`src/sv/mpe_pkg.sv`:
```
// Shared types, constants and microcode table of the midpoint ellipse quadrant core.
`timescale 1ns / 1ps

package mpe_pkg;

    localparam int RADIUS_BITS_DEF   = 10;
    localparam int DECISION_BITS_DEF = 48;
    localparam int TERM_BITS         = 32;
    localparam int CENTRE_BITS       = 12;
    localparam int POINT_BITS        = 13;
    localparam int CFG_INDEX_BITS    = 2;
    localparam int IN_TDATA_BITS     = 8;
    localparam int OUT_TDATA_BITS    = ((2 * POINT_BITS + 7) / 8) * 8;
    localparam int UPC_BITS          = 4;

    typedef enum logic [CFG_INDEX_BITS-1:0] {
        CFG_RADIUS_X = 2'd0,
        CFG_RADIUS_Y = 2'd1,
        CFG_CENTRE_X = 2'd2,
        CFG_CENTRE_Y = 2'd3
    } cfg_reg_t;

    typedef logic [UPC_BITS-1:0] upc_t;

    // microcode addresses
    localparam upc_t UPC_RST0 = 4'd0;
    localparam upc_t UPC_RST1 = 4'd1;
    localparam upc_t UPC_RST2 = 4'd2;
    localparam upc_t UPC_STP0 = 4'd3;
    localparam upc_t UPC_STP1 = 4'd4;
    localparam upc_t UPC_R2_0 = 4'd5;
    localparam upc_t UPC_R2_1 = 4'd6;
    localparam upc_t UPC_R2_2 = 4'd7;
    localparam upc_t UPC_R2_3 = 4'd8;
    localparam upc_t UPC_R2_4 = 4'd9;
    localparam upc_t UPC_R2_5 = 4'd10;

    typedef enum logic [1:0] {
        SEQ_NEXT   = 2'd0,
        SEQ_END    = 2'd1,
        SEQ_BRANCH = 2'd2   // jump to target on region change, else end
    } seq_op_t;

    typedef enum logic [2:0] {
        DP_NOP          = 3'd0,
        DP_RST_LOAD     = 3'd1,
        DP_STEP_TERMS   = 3'd2,
        DP_STEP_DEC     = 3'd3,
        DP_DEC_FROM_ACC = 3'd4
    } dp_op_t;

    typedef enum logic [1:0] {
        A_RX2 = 2'd0,
        A_RY2 = 2'd1,
        A_HX  = 2'd2,
        A_YM  = 2'd3
    } a_sel_t;

    typedef enum logic [2:0] {
        B_RY   = 3'd0,
        B_HX   = 3'd1,
        B_YM   = 3'd2,
        B_PROD = 3'd3,
        B_RY2  = 3'd4
    } b_sel_t;

    typedef enum logic [1:0] {
        ACC_HOLD = 2'd0,
        ACC_LOAD = 2'd1,
        ACC_ADD4 = 2'd2
    } acc_op_t;

    typedef struct packed {
        seq_op_t seq;
        upc_t    target;
        logic    emit;
        dp_op_t  dp;
        logic    mul_en;
        a_sel_t  a_sel;
        b_sel_t  b_sel;
        acc_op_t acc;
    } ctrl_t;

    typedef struct packed {
        logic fin_next;
        logic enter_r2;
        logic out_full;
    } status_t;

    function automatic ctrl_t ucode(input upc_t pc);
        ctrl_t c;
        c = '{seq: SEQ_NEXT, target: UPC_RST0, emit: 1'b0, dp: DP_NOP, mul_en: 1'b0,
              a_sel: A_RX2, b_sel: B_RY, acc: ACC_HOLD};
        case (pc)
            UPC_RST0: begin
                c.mul_en = 1'b1;
                c.a_sel  = A_RX2;
                c.b_sel  = B_RY;
            end
            UPC_RST1: c.dp = DP_RST_LOAD;
            UPC_RST2: begin
                c.emit = 1'b1;
                c.seq  = SEQ_END;
            end
            UPC_STP0: c.dp = DP_STEP_TERMS;
            UPC_STP1: begin
                c.dp     = DP_STEP_DEC;
                c.emit   = 1'b1;
                c.seq    = SEQ_BRANCH;
                c.target = UPC_R2_0;
            end
            // region-two start: ry2*hx^2 + 4*rx2*ym^2 - 4*rx2*ry2
            UPC_R2_0: begin
                c.mul_en = 1'b1;
                c.a_sel  = A_HX;
                c.b_sel  = B_HX;
            end
            UPC_R2_1: begin
                c.mul_en = 1'b1;
                c.a_sel  = A_RY2;
                c.b_sel  = B_PROD;
            end
            UPC_R2_2: begin
                c.mul_en = 1'b1;
                c.a_sel  = A_YM;
                c.b_sel  = B_YM;
                c.acc    = ACC_LOAD;
            end
            UPC_R2_3: begin
                c.mul_en = 1'b1;
                c.a_sel  = A_RX2;
                c.b_sel  = B_PROD;
            end
            UPC_R2_4: begin
                c.mul_en = 1'b1;
                c.a_sel  = A_RX2;
                c.b_sel  = B_RY2;
                c.acc    = ACC_ADD4;
            end
            UPC_R2_5: begin
                c.dp  = DP_DEC_FROM_ACC;
                c.seq = SEQ_END;
            end
            default: c.seq = SEQ_END;
        endcase
        return c;
    endfunction

endpackage

```
`src/sv/mpe_cfg.sv`:
```
// Configuration registers and registered radius squares.
`timescale 1ns / 1ps

module mpe_cfg #(
    parameter int RADIUS_BITS   = mpe_pkg::RADIUS_BITS_DEF,
    parameter int CFG_DATA_BITS = mpe_pkg::CENTRE_BITS
) (
    input  logic                                 clk,
    input  logic                                 rst_n,
    input  logic                                 cfg_wr_en,
    input  logic [mpe_pkg::CFG_INDEX_BITS-1:0]   cfg_index,
    input  logic [CFG_DATA_BITS-1:0]             cfg_data,
    output logic [RADIUS_BITS-1:0]               radius_x,
    output logic [RADIUS_BITS-1:0]               radius_y,
    output logic [2*RADIUS_BITS-1:0]             rx_sq,
    output logic [2*RADIUS_BITS-1:0]             ry_sq,
    output logic [mpe_pkg::CENTRE_BITS-1:0]      centre_x,
    output logic [mpe_pkg::CENTRE_BITS-1:0]      centre_y
);

    logic [RADIUS_BITS-1:0]          rx_reg, rx_next;
    logic [RADIUS_BITS-1:0]          ry_reg, ry_next;
    logic [mpe_pkg::CENTRE_BITS-1:0] cx_reg, cx_next;
    logic [mpe_pkg::CENTRE_BITS-1:0] cy_reg, cy_next;
    logic [2*RADIUS_BITS-1:0]        rx_sq_reg, rx_sq_next;
    logic [2*RADIUS_BITS-1:0]        ry_sq_reg, ry_sq_next;

    always_comb
    begin
        rx_next = rx_reg;
        ry_next = ry_reg;
        cx_next = cx_reg;
        cy_next = cy_reg;
        if (cfg_wr_en)
        begin
            case (mpe_pkg::cfg_reg_t'(cfg_index))
                mpe_pkg::CFG_RADIUS_X: rx_next = cfg_data[RADIUS_BITS-1:0];
                mpe_pkg::CFG_RADIUS_Y: ry_next = cfg_data[RADIUS_BITS-1:0];
                mpe_pkg::CFG_CENTRE_X: cx_next = cfg_data[mpe_pkg::CENTRE_BITS-1:0];
                mpe_pkg::CFG_CENTRE_Y: cy_next = cfg_data[mpe_pkg::CENTRE_BITS-1:0];
                default: ;
            endcase
        end
    end

    // squares are loaded on the same edge as the radii
    assign rx_sq_next = {{RADIUS_BITS{1'b0}}, rx_next} * {{RADIUS_BITS{1'b0}}, rx_next};
    assign ry_sq_next = {{RADIUS_BITS{1'b0}}, ry_next} * {{RADIUS_BITS{1'b0}}, ry_next};

    always_ff @(posedge clk or negedge rst_n)
    begin
        if (!rst_n)
        begin
            rx_reg    <= RADIUS_BITS'(1);
            ry_reg    <= RADIUS_BITS'(1);
            cx_reg    <= '0;
            cy_reg    <= '0;
            rx_sq_reg <= (2*RADIUS_BITS)'(1);
            ry_sq_reg <= (2*RADIUS_BITS)'(1);
        end
        else
        begin
            rx_reg    <= rx_next;
            ry_reg    <= ry_next;
            cx_reg    <= cx_next;
            cy_reg    <= cy_next;
            rx_sq_reg <= rx_sq_next;
            ry_sq_reg <= ry_sq_next;
        end
    end

    assign radius_x = rx_reg;
    assign radius_y = ry_reg;
    assign rx_sq    = rx_sq_reg;
    assign ry_sq    = ry_sq_reg;
    assign centre_x = cx_reg;
    assign centre_y = cy_reg;

endmodule

```
`src/sv/mpe_seq.sv`:
```
// Microcode sequencer: step counter, dispatch of requests and branch control.
`timescale 1ns / 1ps

module mpe_seq (
    input  logic             clk,
    input  logic             rst_n,
    input  logic             s_tvalid,
    output logic             s_tready,
    input  logic             restart,
    input  mpe_pkg::status_t status,
    output mpe_pkg::ctrl_t   ctrl,
    output logic             run
);

    logic            busy_reg, busy_next;
    mpe_pkg::upc_t   pc_reg, pc_next;
    logic            stall;
    logic            item_end;
    logic            accept;

    assign ctrl  = mpe_pkg::ucode(pc_reg);
    assign stall = ctrl.emit && status.out_full;
    assign run   = busy_reg && !stall;

    assign item_end = run && ((ctrl.seq == mpe_pkg::SEQ_END) ||
                              ((ctrl.seq == mpe_pkg::SEQ_BRANCH) && !status.enter_r2));

    // next request may be taken in the last step of the current one
    assign s_tready = !busy_reg || item_end;
    assign accept   = s_tvalid && s_tready;

    always_comb
    begin
        busy_next = busy_reg;
        pc_next   = pc_reg;
        if (accept)
        begin
            if (restart)
            begin
                busy_next = 1'b1;
                pc_next   = mpe_pkg::UPC_RST0;
            end
            else if (!status.fin_next)
            begin
                busy_next = 1'b1;
                pc_next   = mpe_pkg::UPC_STP0;
            end
            else
            begin
                busy_next = 1'b0;   // step after the last point: no result
            end
        end
        else if (run)
        begin
            case (ctrl.seq)
                mpe_pkg::SEQ_NEXT: pc_next = pc_reg + mpe_pkg::upc_t'(1);
                mpe_pkg::SEQ_END:  busy_next = 1'b0;
                mpe_pkg::SEQ_BRANCH:
                begin
                    if (status.enter_r2)
                        pc_next = ctrl.target;
                    else
                        busy_next = 1'b0;
                end
                default: busy_next = 1'b0;
            endcase
        end
    end

    always_ff @(posedge clk or negedge rst_n)
    begin
        if (!rst_n)
        begin
            busy_reg <= 1'b0;
            pc_reg   <= mpe_pkg::UPC_RST0;
        end
        else
        begin
            busy_reg <= busy_next;
            pc_reg   <= pc_next;
        end
    end

endmodule

```
`src/sv/mpe_dp.sv`:
```
// Datapath: offsets, terms, decision, shared multiplier, accumulator and output register.
`timescale 1ns / 1ps

module mpe_dp #(
    parameter int RADIUS_BITS   = mpe_pkg::RADIUS_BITS_DEF,
    parameter int DECISION_BITS = mpe_pkg::DECISION_BITS_DEF
) (
    input  logic                                 clk,
    input  logic                                 rst_n,
    input  mpe_pkg::ctrl_t                       ctrl,
    input  logic                                 run,
    input  logic [RADIUS_BITS-1:0]               radius_y,
    input  logic [2*RADIUS_BITS-1:0]             rx_sq,
    input  logic [2*RADIUS_BITS-1:0]             ry_sq,
    input  logic [mpe_pkg::CENTRE_BITS-1:0]      centre_x,
    input  logic [mpe_pkg::CENTRE_BITS-1:0]      centre_y,
    input  logic                                 m_tready,
    output mpe_pkg::status_t                     status,
    output logic                                 m_tvalid,
    output logic [mpe_pkg::POINT_BITS-1:0]       point_x,
    output logic [mpe_pkg::POINT_BITS-1:0]       point_y,
    output logic                                 last_point
);

    localparam int R  = RADIUS_BITS;
    localparam int D  = DECISION_BITS;
    localparam int TB = mpe_pkg::TERM_BITS;
    localparam int PB = mpe_pkg::POINT_BITS;
    localparam int CB = mpe_pkg::CENTRE_BITS;
    // wide enough for any product here without loss, and for the decision
    localparam int PW = (D > 4*R+2) ? D : 4*R+2;
    // multiplier operands: a squared radius, and at most hx^2
    localparam int AW = 2*R;
    localparam int BW = 2*R+2;
    localparam int MW = 4*R+2;

    logic [R-1:0]  ox_reg, ox_next;
    logic [R-1:0]  oy_reg, oy_next;
    logic [TB-1:0] tx_reg, tx_next;
    logic [TB-1:0] ty_reg, ty_next;
    logic [D-1:0]  dec_reg, dec_next;
    logic [D-1:0]  acc_reg, acc_next;
    logic [PW-1:0] prod_reg, prod_next;
    logic          dx_reg, dx_next;
    logic          dy_reg, dy_next;
    logic          r2_reg, r2_next;
    logic          fin_reg, fin_next;
    logic          out_valid_reg, out_valid_next;
    logic [PB-1:0] px_reg, px_next;
    logic [PB-1:0] py_reg, py_next;
    logic          last_reg, last_next;

    logic [R:0]    hx;
    logic [R-1:0]  ym;
    logic [AW-1:0] a_ext;
    logic [BW-1:0] b_ext;
    logic [MW-1:0] mul_out;
    logic [TB-1:0] two_rx_sq, two_ry_sq;
    logic [D-1:0]  rx_sq_d, ry_sq_d, prod_d, base_d, tx_d, ty_d, sum_d;
    logic          neg;
    logic          step_dx, step_dy;
    logic          enter_r2;
    logic          emit_fire;

    assign hx        = {ox_reg, 1'b1};
    assign ym        = oy_reg - R'(1);
    assign two_rx_sq = TB'({rx_sq, 1'b0});
    assign two_ry_sq = TB'({ry_sq, 1'b0});
    assign rx_sq_d   = D'(rx_sq);
    assign ry_sq_d   = D'(ry_sq);
    assign prod_d    = D'(prod_reg);
    assign neg       = dec_reg[D-1];

    // region one always moves x, region two always moves y
    assign step_dx = r2_reg ? neg  : 1'b1;
    assign step_dy = r2_reg ? 1'b1 : !neg;

    assign base_d = r2_reg ? rx_sq_d : ry_sq_d;
    assign tx_d   = dx_reg ? D'(tx_reg) : '0;
    assign ty_d   = dy_reg ? D'(ty_reg) : '0;
    assign sum_d  = base_d + tx_d - ty_d;

    assign enter_r2 = !r2_reg && (oy_reg != '0) && (ty_reg < tx_reg);

    always_comb
    begin
        case (ctrl.a_sel)
            mpe_pkg::A_RX2: a_ext = rx_sq;
            mpe_pkg::A_RY2: a_ext = ry_sq;
            mpe_pkg::A_HX:  a_ext = AW'(hx);
            mpe_pkg::A_YM:  a_ext = AW'(ym);
            default:        a_ext = '0;
        endcase
        case (ctrl.b_sel)
            mpe_pkg::B_RY:   b_ext = BW'(radius_y);
            mpe_pkg::B_HX:   b_ext = BW'(hx);
            mpe_pkg::B_YM:   b_ext = BW'(ym);
            mpe_pkg::B_PROD: b_ext = prod_reg[BW-1:0];
            mpe_pkg::B_RY2:  b_ext = BW'(ry_sq);
            default:         b_ext = '0;
        endcase
    end

    assign mul_out = MW'(a_ext) * MW'(b_ext);

    always_comb
    begin
        prod_next = prod_reg;
        if (run && ctrl.mul_en)
            prod_next = PW'(mul_out);

        acc_next = acc_reg;
        if (run)
        begin
            case (ctrl.acc)
                mpe_pkg::ACC_LOAD: acc_next = prod_d;
                mpe_pkg::ACC_ADD4: acc_next = acc_reg + D'(prod_reg << 2);
                default:           acc_next = acc_reg;
            endcase
        end
    end

    always_comb
    begin
        ox_next  = ox_reg;
        oy_next  = oy_reg;
        tx_next  = tx_reg;
        ty_next  = ty_reg;
        dec_next = dec_reg;
        dx_next  = dx_reg;
        dy_next  = dy_reg;
        r2_next  = r2_reg;
        fin_next = fin_reg;
        if (run)
        begin
            case (ctrl.dp)
                mpe_pkg::DP_RST_LOAD:
                begin
                    // prod holds rx2*ry
                    ox_next  = '0;
                    oy_next  = radius_y;
                    tx_next  = '0;
                    ty_next  = TB'(prod_reg << 1);
                    dec_next = (ry_sq_d << 2) - (prod_d << 2) + rx_sq_d;
                    r2_next  = 1'b0;
                    fin_next = (radius_y == '0);
                end
                mpe_pkg::DP_STEP_TERMS:
                begin
                    dx_next = step_dx;
                    dy_next = step_dy;
                    if (step_dx)
                    begin
                        ox_next = ox_reg + R'(1);
                        tx_next = tx_reg + two_ry_sq;
                    end
                    if (step_dy)
                    begin
                        oy_next = oy_reg - R'(1);
                        ty_next = ty_reg - two_rx_sq;
                    end
                end
                mpe_pkg::DP_STEP_DEC:
                begin
                    // terms already hold their updated values
                    dec_next = dec_reg + (sum_d << 2);
                    fin_next = fin_reg || (oy_reg == '0);
                    if (enter_r2)
                        r2_next = 1'b1;
                end
                mpe_pkg::DP_DEC_FROM_ACC: dec_next = acc_reg - D'(prod_reg << 2);
                default: ;
            endcase
        end
    end

    // output register
    assign emit_fire      = run && ctrl.emit;
    assign out_valid_next = emit_fire || (out_valid_reg && !m_tready);
    assign px_next  = emit_fire ? PB'(ox_reg) + {centre_x[CB-1], centre_x} : px_reg;
    assign py_next  = emit_fire ? PB'(oy_reg) + {centre_y[CB-1], centre_y} : py_reg;
    assign last_next = emit_fire ? (oy_reg == '0) : last_reg;

    always_ff @(posedge clk or negedge rst_n)
    begin
        if (!rst_n)
        begin
            r2_reg        <= 1'b0;
            fin_reg       <= 1'b1;
            out_valid_reg <= 1'b0;
        end
        else
        begin
            r2_reg        <= r2_next;
            fin_reg       <= fin_next;
            out_valid_reg <= out_valid_next;
        end
    end

    always_ff @(posedge clk)
    begin
        ox_reg   <= ox_next;
        oy_reg   <= oy_next;
        tx_reg   <= tx_next;
        ty_reg   <= ty_next;
        dec_reg  <= dec_next;
        acc_reg  <= acc_next;
        prod_reg <= prod_next;
        dx_reg   <= dx_next;
        dy_reg   <= dy_next;
        px_reg   <= px_next;
        py_reg   <= py_next;
        last_reg <= last_next;
    end

    assign status.fin_next = fin_next;
    assign status.enter_r2 = enter_r2;
    assign status.out_full = out_valid_reg && !m_tready;

    assign m_tvalid   = out_valid_reg;
    assign point_x    = px_reg;
    assign point_y    = py_reg;
    assign last_point = last_reg;

endmodule

```
`src/sv/midpoint_ellipse_quadrant_core.sv`:
```
// Ordinary step: microcode steps STP0 (terms) and STP1 (decision, output register load);
// the next request may be taken in STP1. Restart: steps RST0 to RST2. The step that crosses
// into region two runs on from STP1, as the shared multiplier works out the region-two start
// decision over six microcode steps. A step after the last point is accepted and gives no result.
// Reset (rst_n low, asynchronous): rx = ry = 1, centre 0, idle until a restart request.
`timescale 1ns / 1ps

module midpoint_ellipse_quadrant_core #(
    parameter int RADIUS_BITS   = mpe_pkg::RADIUS_BITS_DEF,
    parameter int DECISION_BITS = mpe_pkg::DECISION_BITS_DEF
) (
    input  logic                                clk,
    input  logic                                rst_n,
    input  logic                                s_tvalid,
    output logic                                s_tready,
    input  logic [mpe_pkg::IN_TDATA_BITS-1:0]   s_tdata,   // [0] restart
    output logic                                m_tvalid,
    input  logic                                m_tready,
    output logic [mpe_pkg::OUT_TDATA_BITS-1:0]  m_tdata,   // [12:0] point_x, [25:13] point_y
    output logic                                m_tlast,   // last_point
    input  logic                                cfg_wr_en,
    input  logic [mpe_pkg::CFG_INDEX_BITS-1:0]  cfg_index,
    input  logic [((RADIUS_BITS > mpe_pkg::CENTRE_BITS) ? RADIUS_BITS
                   : mpe_pkg::CENTRE_BITS)-1:0] cfg_data
);

    localparam int CFG_DATA_BITS = (RADIUS_BITS > mpe_pkg::CENTRE_BITS) ? RADIUS_BITS
                                                                         : mpe_pkg::CENTRE_BITS;
    localparam int PB = mpe_pkg::POINT_BITS;

    logic [RADIUS_BITS-1:0]          radius_x;
    logic [RADIUS_BITS-1:0]          radius_y;
    logic [2*RADIUS_BITS-1:0]        rx_sq;
    logic [2*RADIUS_BITS-1:0]        ry_sq;
    logic [mpe_pkg::CENTRE_BITS-1:0] centre_x;
    logic [mpe_pkg::CENTRE_BITS-1:0] centre_y;
    mpe_pkg::ctrl_t                  ctrl;
    mpe_pkg::status_t                status;
    logic                            run;
    logic [PB-1:0]                   point_x;
    logic [PB-1:0]                   point_y;

    mpe_cfg #(
        .RADIUS_BITS   (RADIUS_BITS),
        .CFG_DATA_BITS (CFG_DATA_BITS)
    ) u_cfg (
        .clk       (clk),
        .rst_n     (rst_n),
        .cfg_wr_en (cfg_wr_en),
        .cfg_index (cfg_index),
        .cfg_data  (cfg_data),
        .radius_x  (radius_x),
        .radius_y  (radius_y),
        .rx_sq     (rx_sq),
        .ry_sq     (ry_sq),
        .centre_x  (centre_x),
        .centre_y  (centre_y)
    );

    mpe_seq u_seq (
        .clk      (clk),
        .rst_n    (rst_n),
        .s_tvalid (s_tvalid),
        .s_tready (s_tready),
        .restart  (s_tdata[0]),
        .status   (status),
        .ctrl     (ctrl),
        .run      (run)
    );

    mpe_dp #(
        .RADIUS_BITS   (RADIUS_BITS),
        .DECISION_BITS (DECISION_BITS)
    ) u_dp (
        .clk        (clk),
        .rst_n      (rst_n),
        .ctrl       (ctrl),
        .run        (run),
        .radius_y   (radius_y),
        .rx_sq      (rx_sq),
        .ry_sq      (ry_sq),
        .centre_x   (centre_x),
        .centre_y   (centre_y),
        .m_tready   (m_tready),
        .status     (status),
        .m_tvalid   (m_tvalid),
        .point_x    (point_x),
        .point_y    (point_y),
        .last_point (m_tlast)
    );

    // radius_x itself is unused here; the squarer inside the config block works from rx_next
    logic unused_rx;
    assign unused_rx = ^radius_x;

    assign m_tdata = {(mpe_pkg::OUT_TDATA_BITS - 2*PB)'(unused_rx & 1'b0), point_y, point_x};

endmodule
```
`config.mk`:
```
export PLATFORM = sky130hd
export DESIGN_NAME = midpoint_ellipse_quadrant_core
export DESIGN_NICKNAME = d
export VERILOG_FILES = /design/src/sv/mpe_pkg.sv /design/src/sv/mpe_cfg.sv /design/src/sv/mpe_seq.sv /design/src/sv/mpe_dp.sv /design/src/sv/midpoint_ellipse_quadrant_core.sv
export SDC_FILE = /design/constraint.sdc
export NUM_CORES = 2
export LEC_CHECK = 0
export ABC_AREA = 1
export BUFFER_PORTS_ARGS = -buffer_cell sky130_fd_sc_hd__buf_4
export CAP_MARGIN = 40
export CORE_ASPECT_RATIO = 2
export CORE_UTILIZATION = 40
export CTS_CLUSTER_DIAMETER = 150
export DETAILED_ROUTE_END_ITERATION = 6
export GPL_TIMING_DRIVEN = 0
export SKIP_LAST_GASP = 1
export SYNTH_ARGS = -nofsm -noshare
export SYNTH_HDL_FRONTEND = slang
export SYNTH_SLANG_ARGS = --single-unit
```
`constraint.sdc`:
```
create_clock -name clk -period 14.4 [get_ports clk]
set_input_delay 0.72 -clock clk [delete_from_list [all_inputs] [get_ports clk]]
set_output_delay 0.72 -clock clk [all_outputs]
set_load 0.1 [all_outputs]
```
Yosys cells after proc, flatten, opt, wreduce, memory -nomap -nowiden. Index checks and enable logic that the tools add are counted. Widths: inputs -> output; s select.

Add/sub/neg operators: 14. $mul: 3. $lt $le $gt $ge: 1. Equal/unequal tests: 35. Multiplexer cells: 43. Reduce and logical (&&, ||, !) cells: 46.

Operator list (count): $pmux 48 s3 (1); $mux 32 (4); $pmux 32 s2 (2); $pmux 22 s5 (1); $pmux 48 s2 (1); $pmux 20 s4 (1); $mux 10 (6); $add 48x20->48 (1); $add 48x44->48 (1); $add 48x48->48 (1); $sub 48x44->48 (1); $add 46x46->46 (1); $sub 46x46->46 (1); $sub 22x44->45 (1); $mul 20x22->42 (1); $mul 10x10->20 (2); $pmux 10 s2 (2); $pmux 6 s6 (1); $add 32x21->32 (1); $lt 32x32->1 (1); $sub 32x21->32 (1); $add 11x12->13 (2); $logic_not 10->1 (2); $mux 20 (1); other kinds (36) (105).

Bits in registers: 343. Input port bits: 27. Output and inout bits: 35. Word-level logic and storage cells: 165.

Logic depth before layout (Yosys ltp).
Word-level depth: 11. Mapped depth: 39. Depth with buffers taken out: 38.

Modules after synthesis. From an unflattened synthesis, not the netlist that was laid out.

Cell total of the unflattened synthesis: 7508. Area, all modules: 54061.8 µm².

Modules (own cells, without submodules): mpe_dp (instances 1, cells each 6444, area each 45183.3 µm², sequential area each 7433.4 µm²); mpe_cfg (instances 1, cells each 968, area each 8256.7 µm², sequential area each 2004.4 µm²); mpe_seq (instances 1, cells each 89, area each 573.0 µm², sequential area each 125.1 µm²); midpoint_ellipse_quadrant_core (instances 1, cells each 7, area each 48.8 µm², sequential area each 0.0 µm²).

Worst setup path after synthesis. No wires, ideal clock.

Path kind: reg-to-reg. From: register u_seq.pc_reg[0]. To: register u_dp.prod_reg[34], in the netlist u_dp.prod_d[34] (data pin). Setup time: 0.258 ns. Data arrival time: 7.144 ns. Required time: 14.142 ns. Slack: 6.998 ns. Cell stages (with the launch flop): 37. Buffers on the path: 2. Clock period less this slack: 7.402 ns. Cell sequence: dfrtp_1 inv_1 ha_1 inv_1 nor2_1 inv_2 nand3_2 inv_2 nor3_4 inv_2 buf_6 o221ai_2 buf_2 nand2_1 fa_1 inv_1 fa_1 inv_1 fa_1 inv_1 fa_1 inv_1 fa_1 inv_1 fa_1 fa_1 ha_1 nand2_1 nor2_1 inv_1 o21ai_0 nand3_1 o211ai_1 a21oi_1 o21ai_0 a21oi_1 xnor2_1.

Word-level cells in the longest chain between the ends: 5. Elaborated cells between the ends (all ways): 19. Classes of those cells: 1 x mul; 12 x eq/ne; 3 x mux; 3 x reduce/logical.

RTL lines: from (decl) (RTL line mpe_seq.sv:16) `mpe_pkg::upc_t pc_reg, pc_next;`; from (signal assigned) (RTL line mpe_seq.sv:75) `pc_reg <= mpe_pkg::UPC_RST0;`; from (signal assigned) (RTL line mpe_seq.sv:80) `pc_reg <= pc_next;`; $eq 4x4->1, or another cell as far along (RTL line mpe_pkg.sv:94) `case (pc)`; $pmux 6 s6 * (RTL line mpe_pkg.sv:94); $eq 3x3->1, or another cell as far along (RTL line mpe_dp.sv:94) `case (ctrl.b_sel)`; $pmux 22 s5 / $pmux 20 s4 (equally long branches) (RTL line mpe_dp.sv:94, mpe_dp.sv:87); $mul 20x22->42 * (RTL line mpe_dp.sv:104) `assign mul_out = MW'(a_ext) * MW'(b_ext);`; via u_dp.mul_out[34] (RTL line mpe_dp.sv:57) `logic [MW-1:0] mul_out;`; to (signal assigned) (RTL line mpe_dp.sv:208) `prod_reg <= prod_next;`; to (decl) (RTL line mpe_dp.sv:43) `logic [PW-1:0] prod_reg, prod_next;`.

The timed path passes the listed nets; every way through them passes the cells marked *. A chain may end at the register's enable or synchronous reset.

Final worst setup path.
From: register u_seq.pc_reg[0]. To: register u_dp.prod_reg[39], in the netlist u_dp.prod_d[39] (data pin).

The elaborated chain is that of the path after synthesis.

==> flow_summary.ini <==
[logic_synthesis]
yosys.area.top_type_share_pct = 18.0
synth.area.top_cells = fa_1, edfxtp_1, ha_1, nand2_1, inv_1
ys_top_cells_by_count = nand2_1, inv_1, nor2_1
synth_top_family_by_area = adder cells
ys_async_sr_fraction_pct = 26.4
synth_xor_xnor_area_share_pct = 3.61
ys_types = 68
netlist_instances = 7278
synthMuxAreaShare_pct = 0
yosys.area_share.simple_pct = 22.6
synth_ff_type = edfxtp_1
synth_compound_area_share_pct = 13.2
yosysTopAreaCell = fa_1
synth.avg_cell_area_um2 = 7.27
synth_edf_count = 245
ys_seq_area_share_pct = 18.1
synthesis.area_um2 = 52900
synthAdderAreaFrac_pct = 31.0
yosysMostFrequentCell = nand2_1
ys_ff_latch = 333
yosysWarnings = 0

[min_path]
hold_class = in -> reg

[floorplan]
core_area_um2 = 131000
initial_utilization_pct = 40.3
die_height_um = 516
rows = 188
pin_count = 62
die_x_um = 259
dieArea_um2 = 134000

[critical_path]
cpMaxStageDelayCell = o21ai_0
worst-setup-path-type = reg -> reg
cp_max_fo = 10
critical-path-max-stage-delay_ns = 0.63
cp-start-kind = flop
critical_path_required_ns = 14.80
endpoint_kind = flop
worstPathArrival_ns = 10.50

[sta]
max_slew_margin_pct = 28.6
period_share_pct = 70.1
skew_ns = 0.0455
fin_crit_ns = 10.10
hold_viol_final = 0
worstMarginPinSlew_ns = 1.06
whs_ns = 0.279
clock.fmax_ghz = 0.0990
drv_slew = 0
finalSetupTns_ns = 0
rsz0062_at_grt = no
setup-violations-final = 0
setup_slack_ns = 4.30

[routing]
drt_iter0_drc = 2950
drcViolationCount = 0
via_per_inst = 5.46
final_antenna_net_count = 0
wl_per_cell_um = 26.3
dr.pass1.iters = 6
num_vias = 50063
routed_wl_um = 241000

[clock_tree]
cts_buffers = 38
clock_path_buffers = 3
clkLatencyLatePin_ns = 0.66
cts_tree = built
cts_root_buffer = clkbuf_16
clkTransAtPathRegs_ns = 0.06
htreeDepth = 2
clock_sinks = 333

[flow_run]
maxCapViolCount = 0

[place]
io_buffers = 48
gp_congestion = 1.04
post-place-ws_ns = 4.51
hpwl_um = 207000

[layout]
final_layout_size_suffix_gt1_share_pct = 5.66
nets = 8482
syn2layout_area_growth_pct = 8.53
fill_cells = 13847

[run_status]
status = completed

[global_routing]
grt_max_degree = 65
grt.overflow.total = 0
grt_pass1_wl_um = 345000
grt_usage_pct = 36.2
grt_pass1_vias = 52017
antenna_found_initial = 6
==> critical path, delay by kind of cell, from the launching register on <==
kind | cells | cell delay (ns)
adder cells (fa/ha/maj) | 9 | 4.03
AO/OA/AOI/OAI | 5 | 2.13
AND/OR/NAND/NOR | 12 | 1.95
buffers and inverters | 9 | 1.25
flip-flops | 1 | 0.48
==> timing repair <==
action	in CTS	in global routing
endpoints found under the setup margin	0	0
setup buffers	0	0
hold buffers	1	0
resized for setup	0	0
endpoints found under the hold margin	23	0
==> cell type report <==
class / count / area (µm²) / share of cell area [%]
buffer: 165 / 748 / 1.30
clock inverter: 19 / 282 / 0.490
timing repair buffer: 105 / 930 / 1.62
multi-input combinational: 5358 / 37300 / 65.0
inverter: 1427 / 5360 / 9.33
sequential: 333 / 9560 / 16.6
clock buffer: 51 / 1080 / 1.88
antenna: 5 / 12.5 / 0.0218
tap: 1710 / 2140 / 3.72
==> layout by cell type, fill, tap and decap left out, types with 7 or more instances in the layout <==
cell type,count
a211oi_1,14
a21boi_0,12
a21o_1,32
a21oi_1,494
a31oi_1,66
and3_1,9
buf_2,75
buf_4,75
clkbuf_1,99
clkbuf_16,39
clkinv_1,12
dfrtp_1,85
edfxtp_1,245
fa_1,475
ha_1,552
inv_1,1374
inv_2,43
nand2_1,1507
nand2_2,20
nand3_1,284
nand3_2,12
nand3b_1,12
nand4_1,67
nor2_1,785
nor2_2,22
nor2_4,14
nor3_1,58
nor4_1,19
o2111ai_1,7
o211ai_1,30
o21a_1,22
o21ai_0,414
o21ai_1,40
o21ai_2,7
o21bai_1,36
o221ai_1,20
o22ai_1,9
or2_2,40
xnor2_1,61
xor2_1,157
==> layer usage <==
layer / track usage, % / wire, µm / up-vias
li1: - / - / 23545
met1: 32.9 / 76400 / 23947
met2: 66.6 / 124000 / 1727
met3: 4.55 / 10100 / 844
met4: 37.8 / 30600 / 0
met5: 0 / 0 / -
==> metrics by stage <==
stage               utilization, %  instance area (µm²)  std cells
floorplan                        -                53000       7283
global placement              42.3                55500       9041
detailed placement            42.7                56000       9092
CTS                           43.7                57400       9163
global route                  43.8                57400       9170
finish                        43.8                57500       9173
==> cells by family after synthesis <==
kind of cell	count (synthesis)
and+or+nand+nor	2867
buffers and inverters	1592
AOI/OAI and AO/OA	1240
xor gates and xnor gates	218
DFF	333
other	1
adders and majority gates	1027
==> final timing paths <==
check	startpoint	endpoint	slack [ns]	depth (start not counted)
setup reg to reg	u_seq.pc_reg[0]	u_dp.prod_d[39]	4.30	35
max in group asynchronous	rst_n	u_cfg.radius_x[0]	13.18	3
setup / recovery	u_seq.pc_reg[0]	u_dp.prod_d[39]	4.30	35
hold / removal	m_tready	u_dp.m_tvalid	0.28	2
min in group asynchronous	rst_n	u_cfg.centre_y[11]	0.53	2
hold reg to reg	u_cfg.centre_y[10]	u_cfg.centre_y[10]	0.49	2
Power is not shown: default switching activity piles up to over one toggle a cycle in this logic, so the estimate is an artifact.
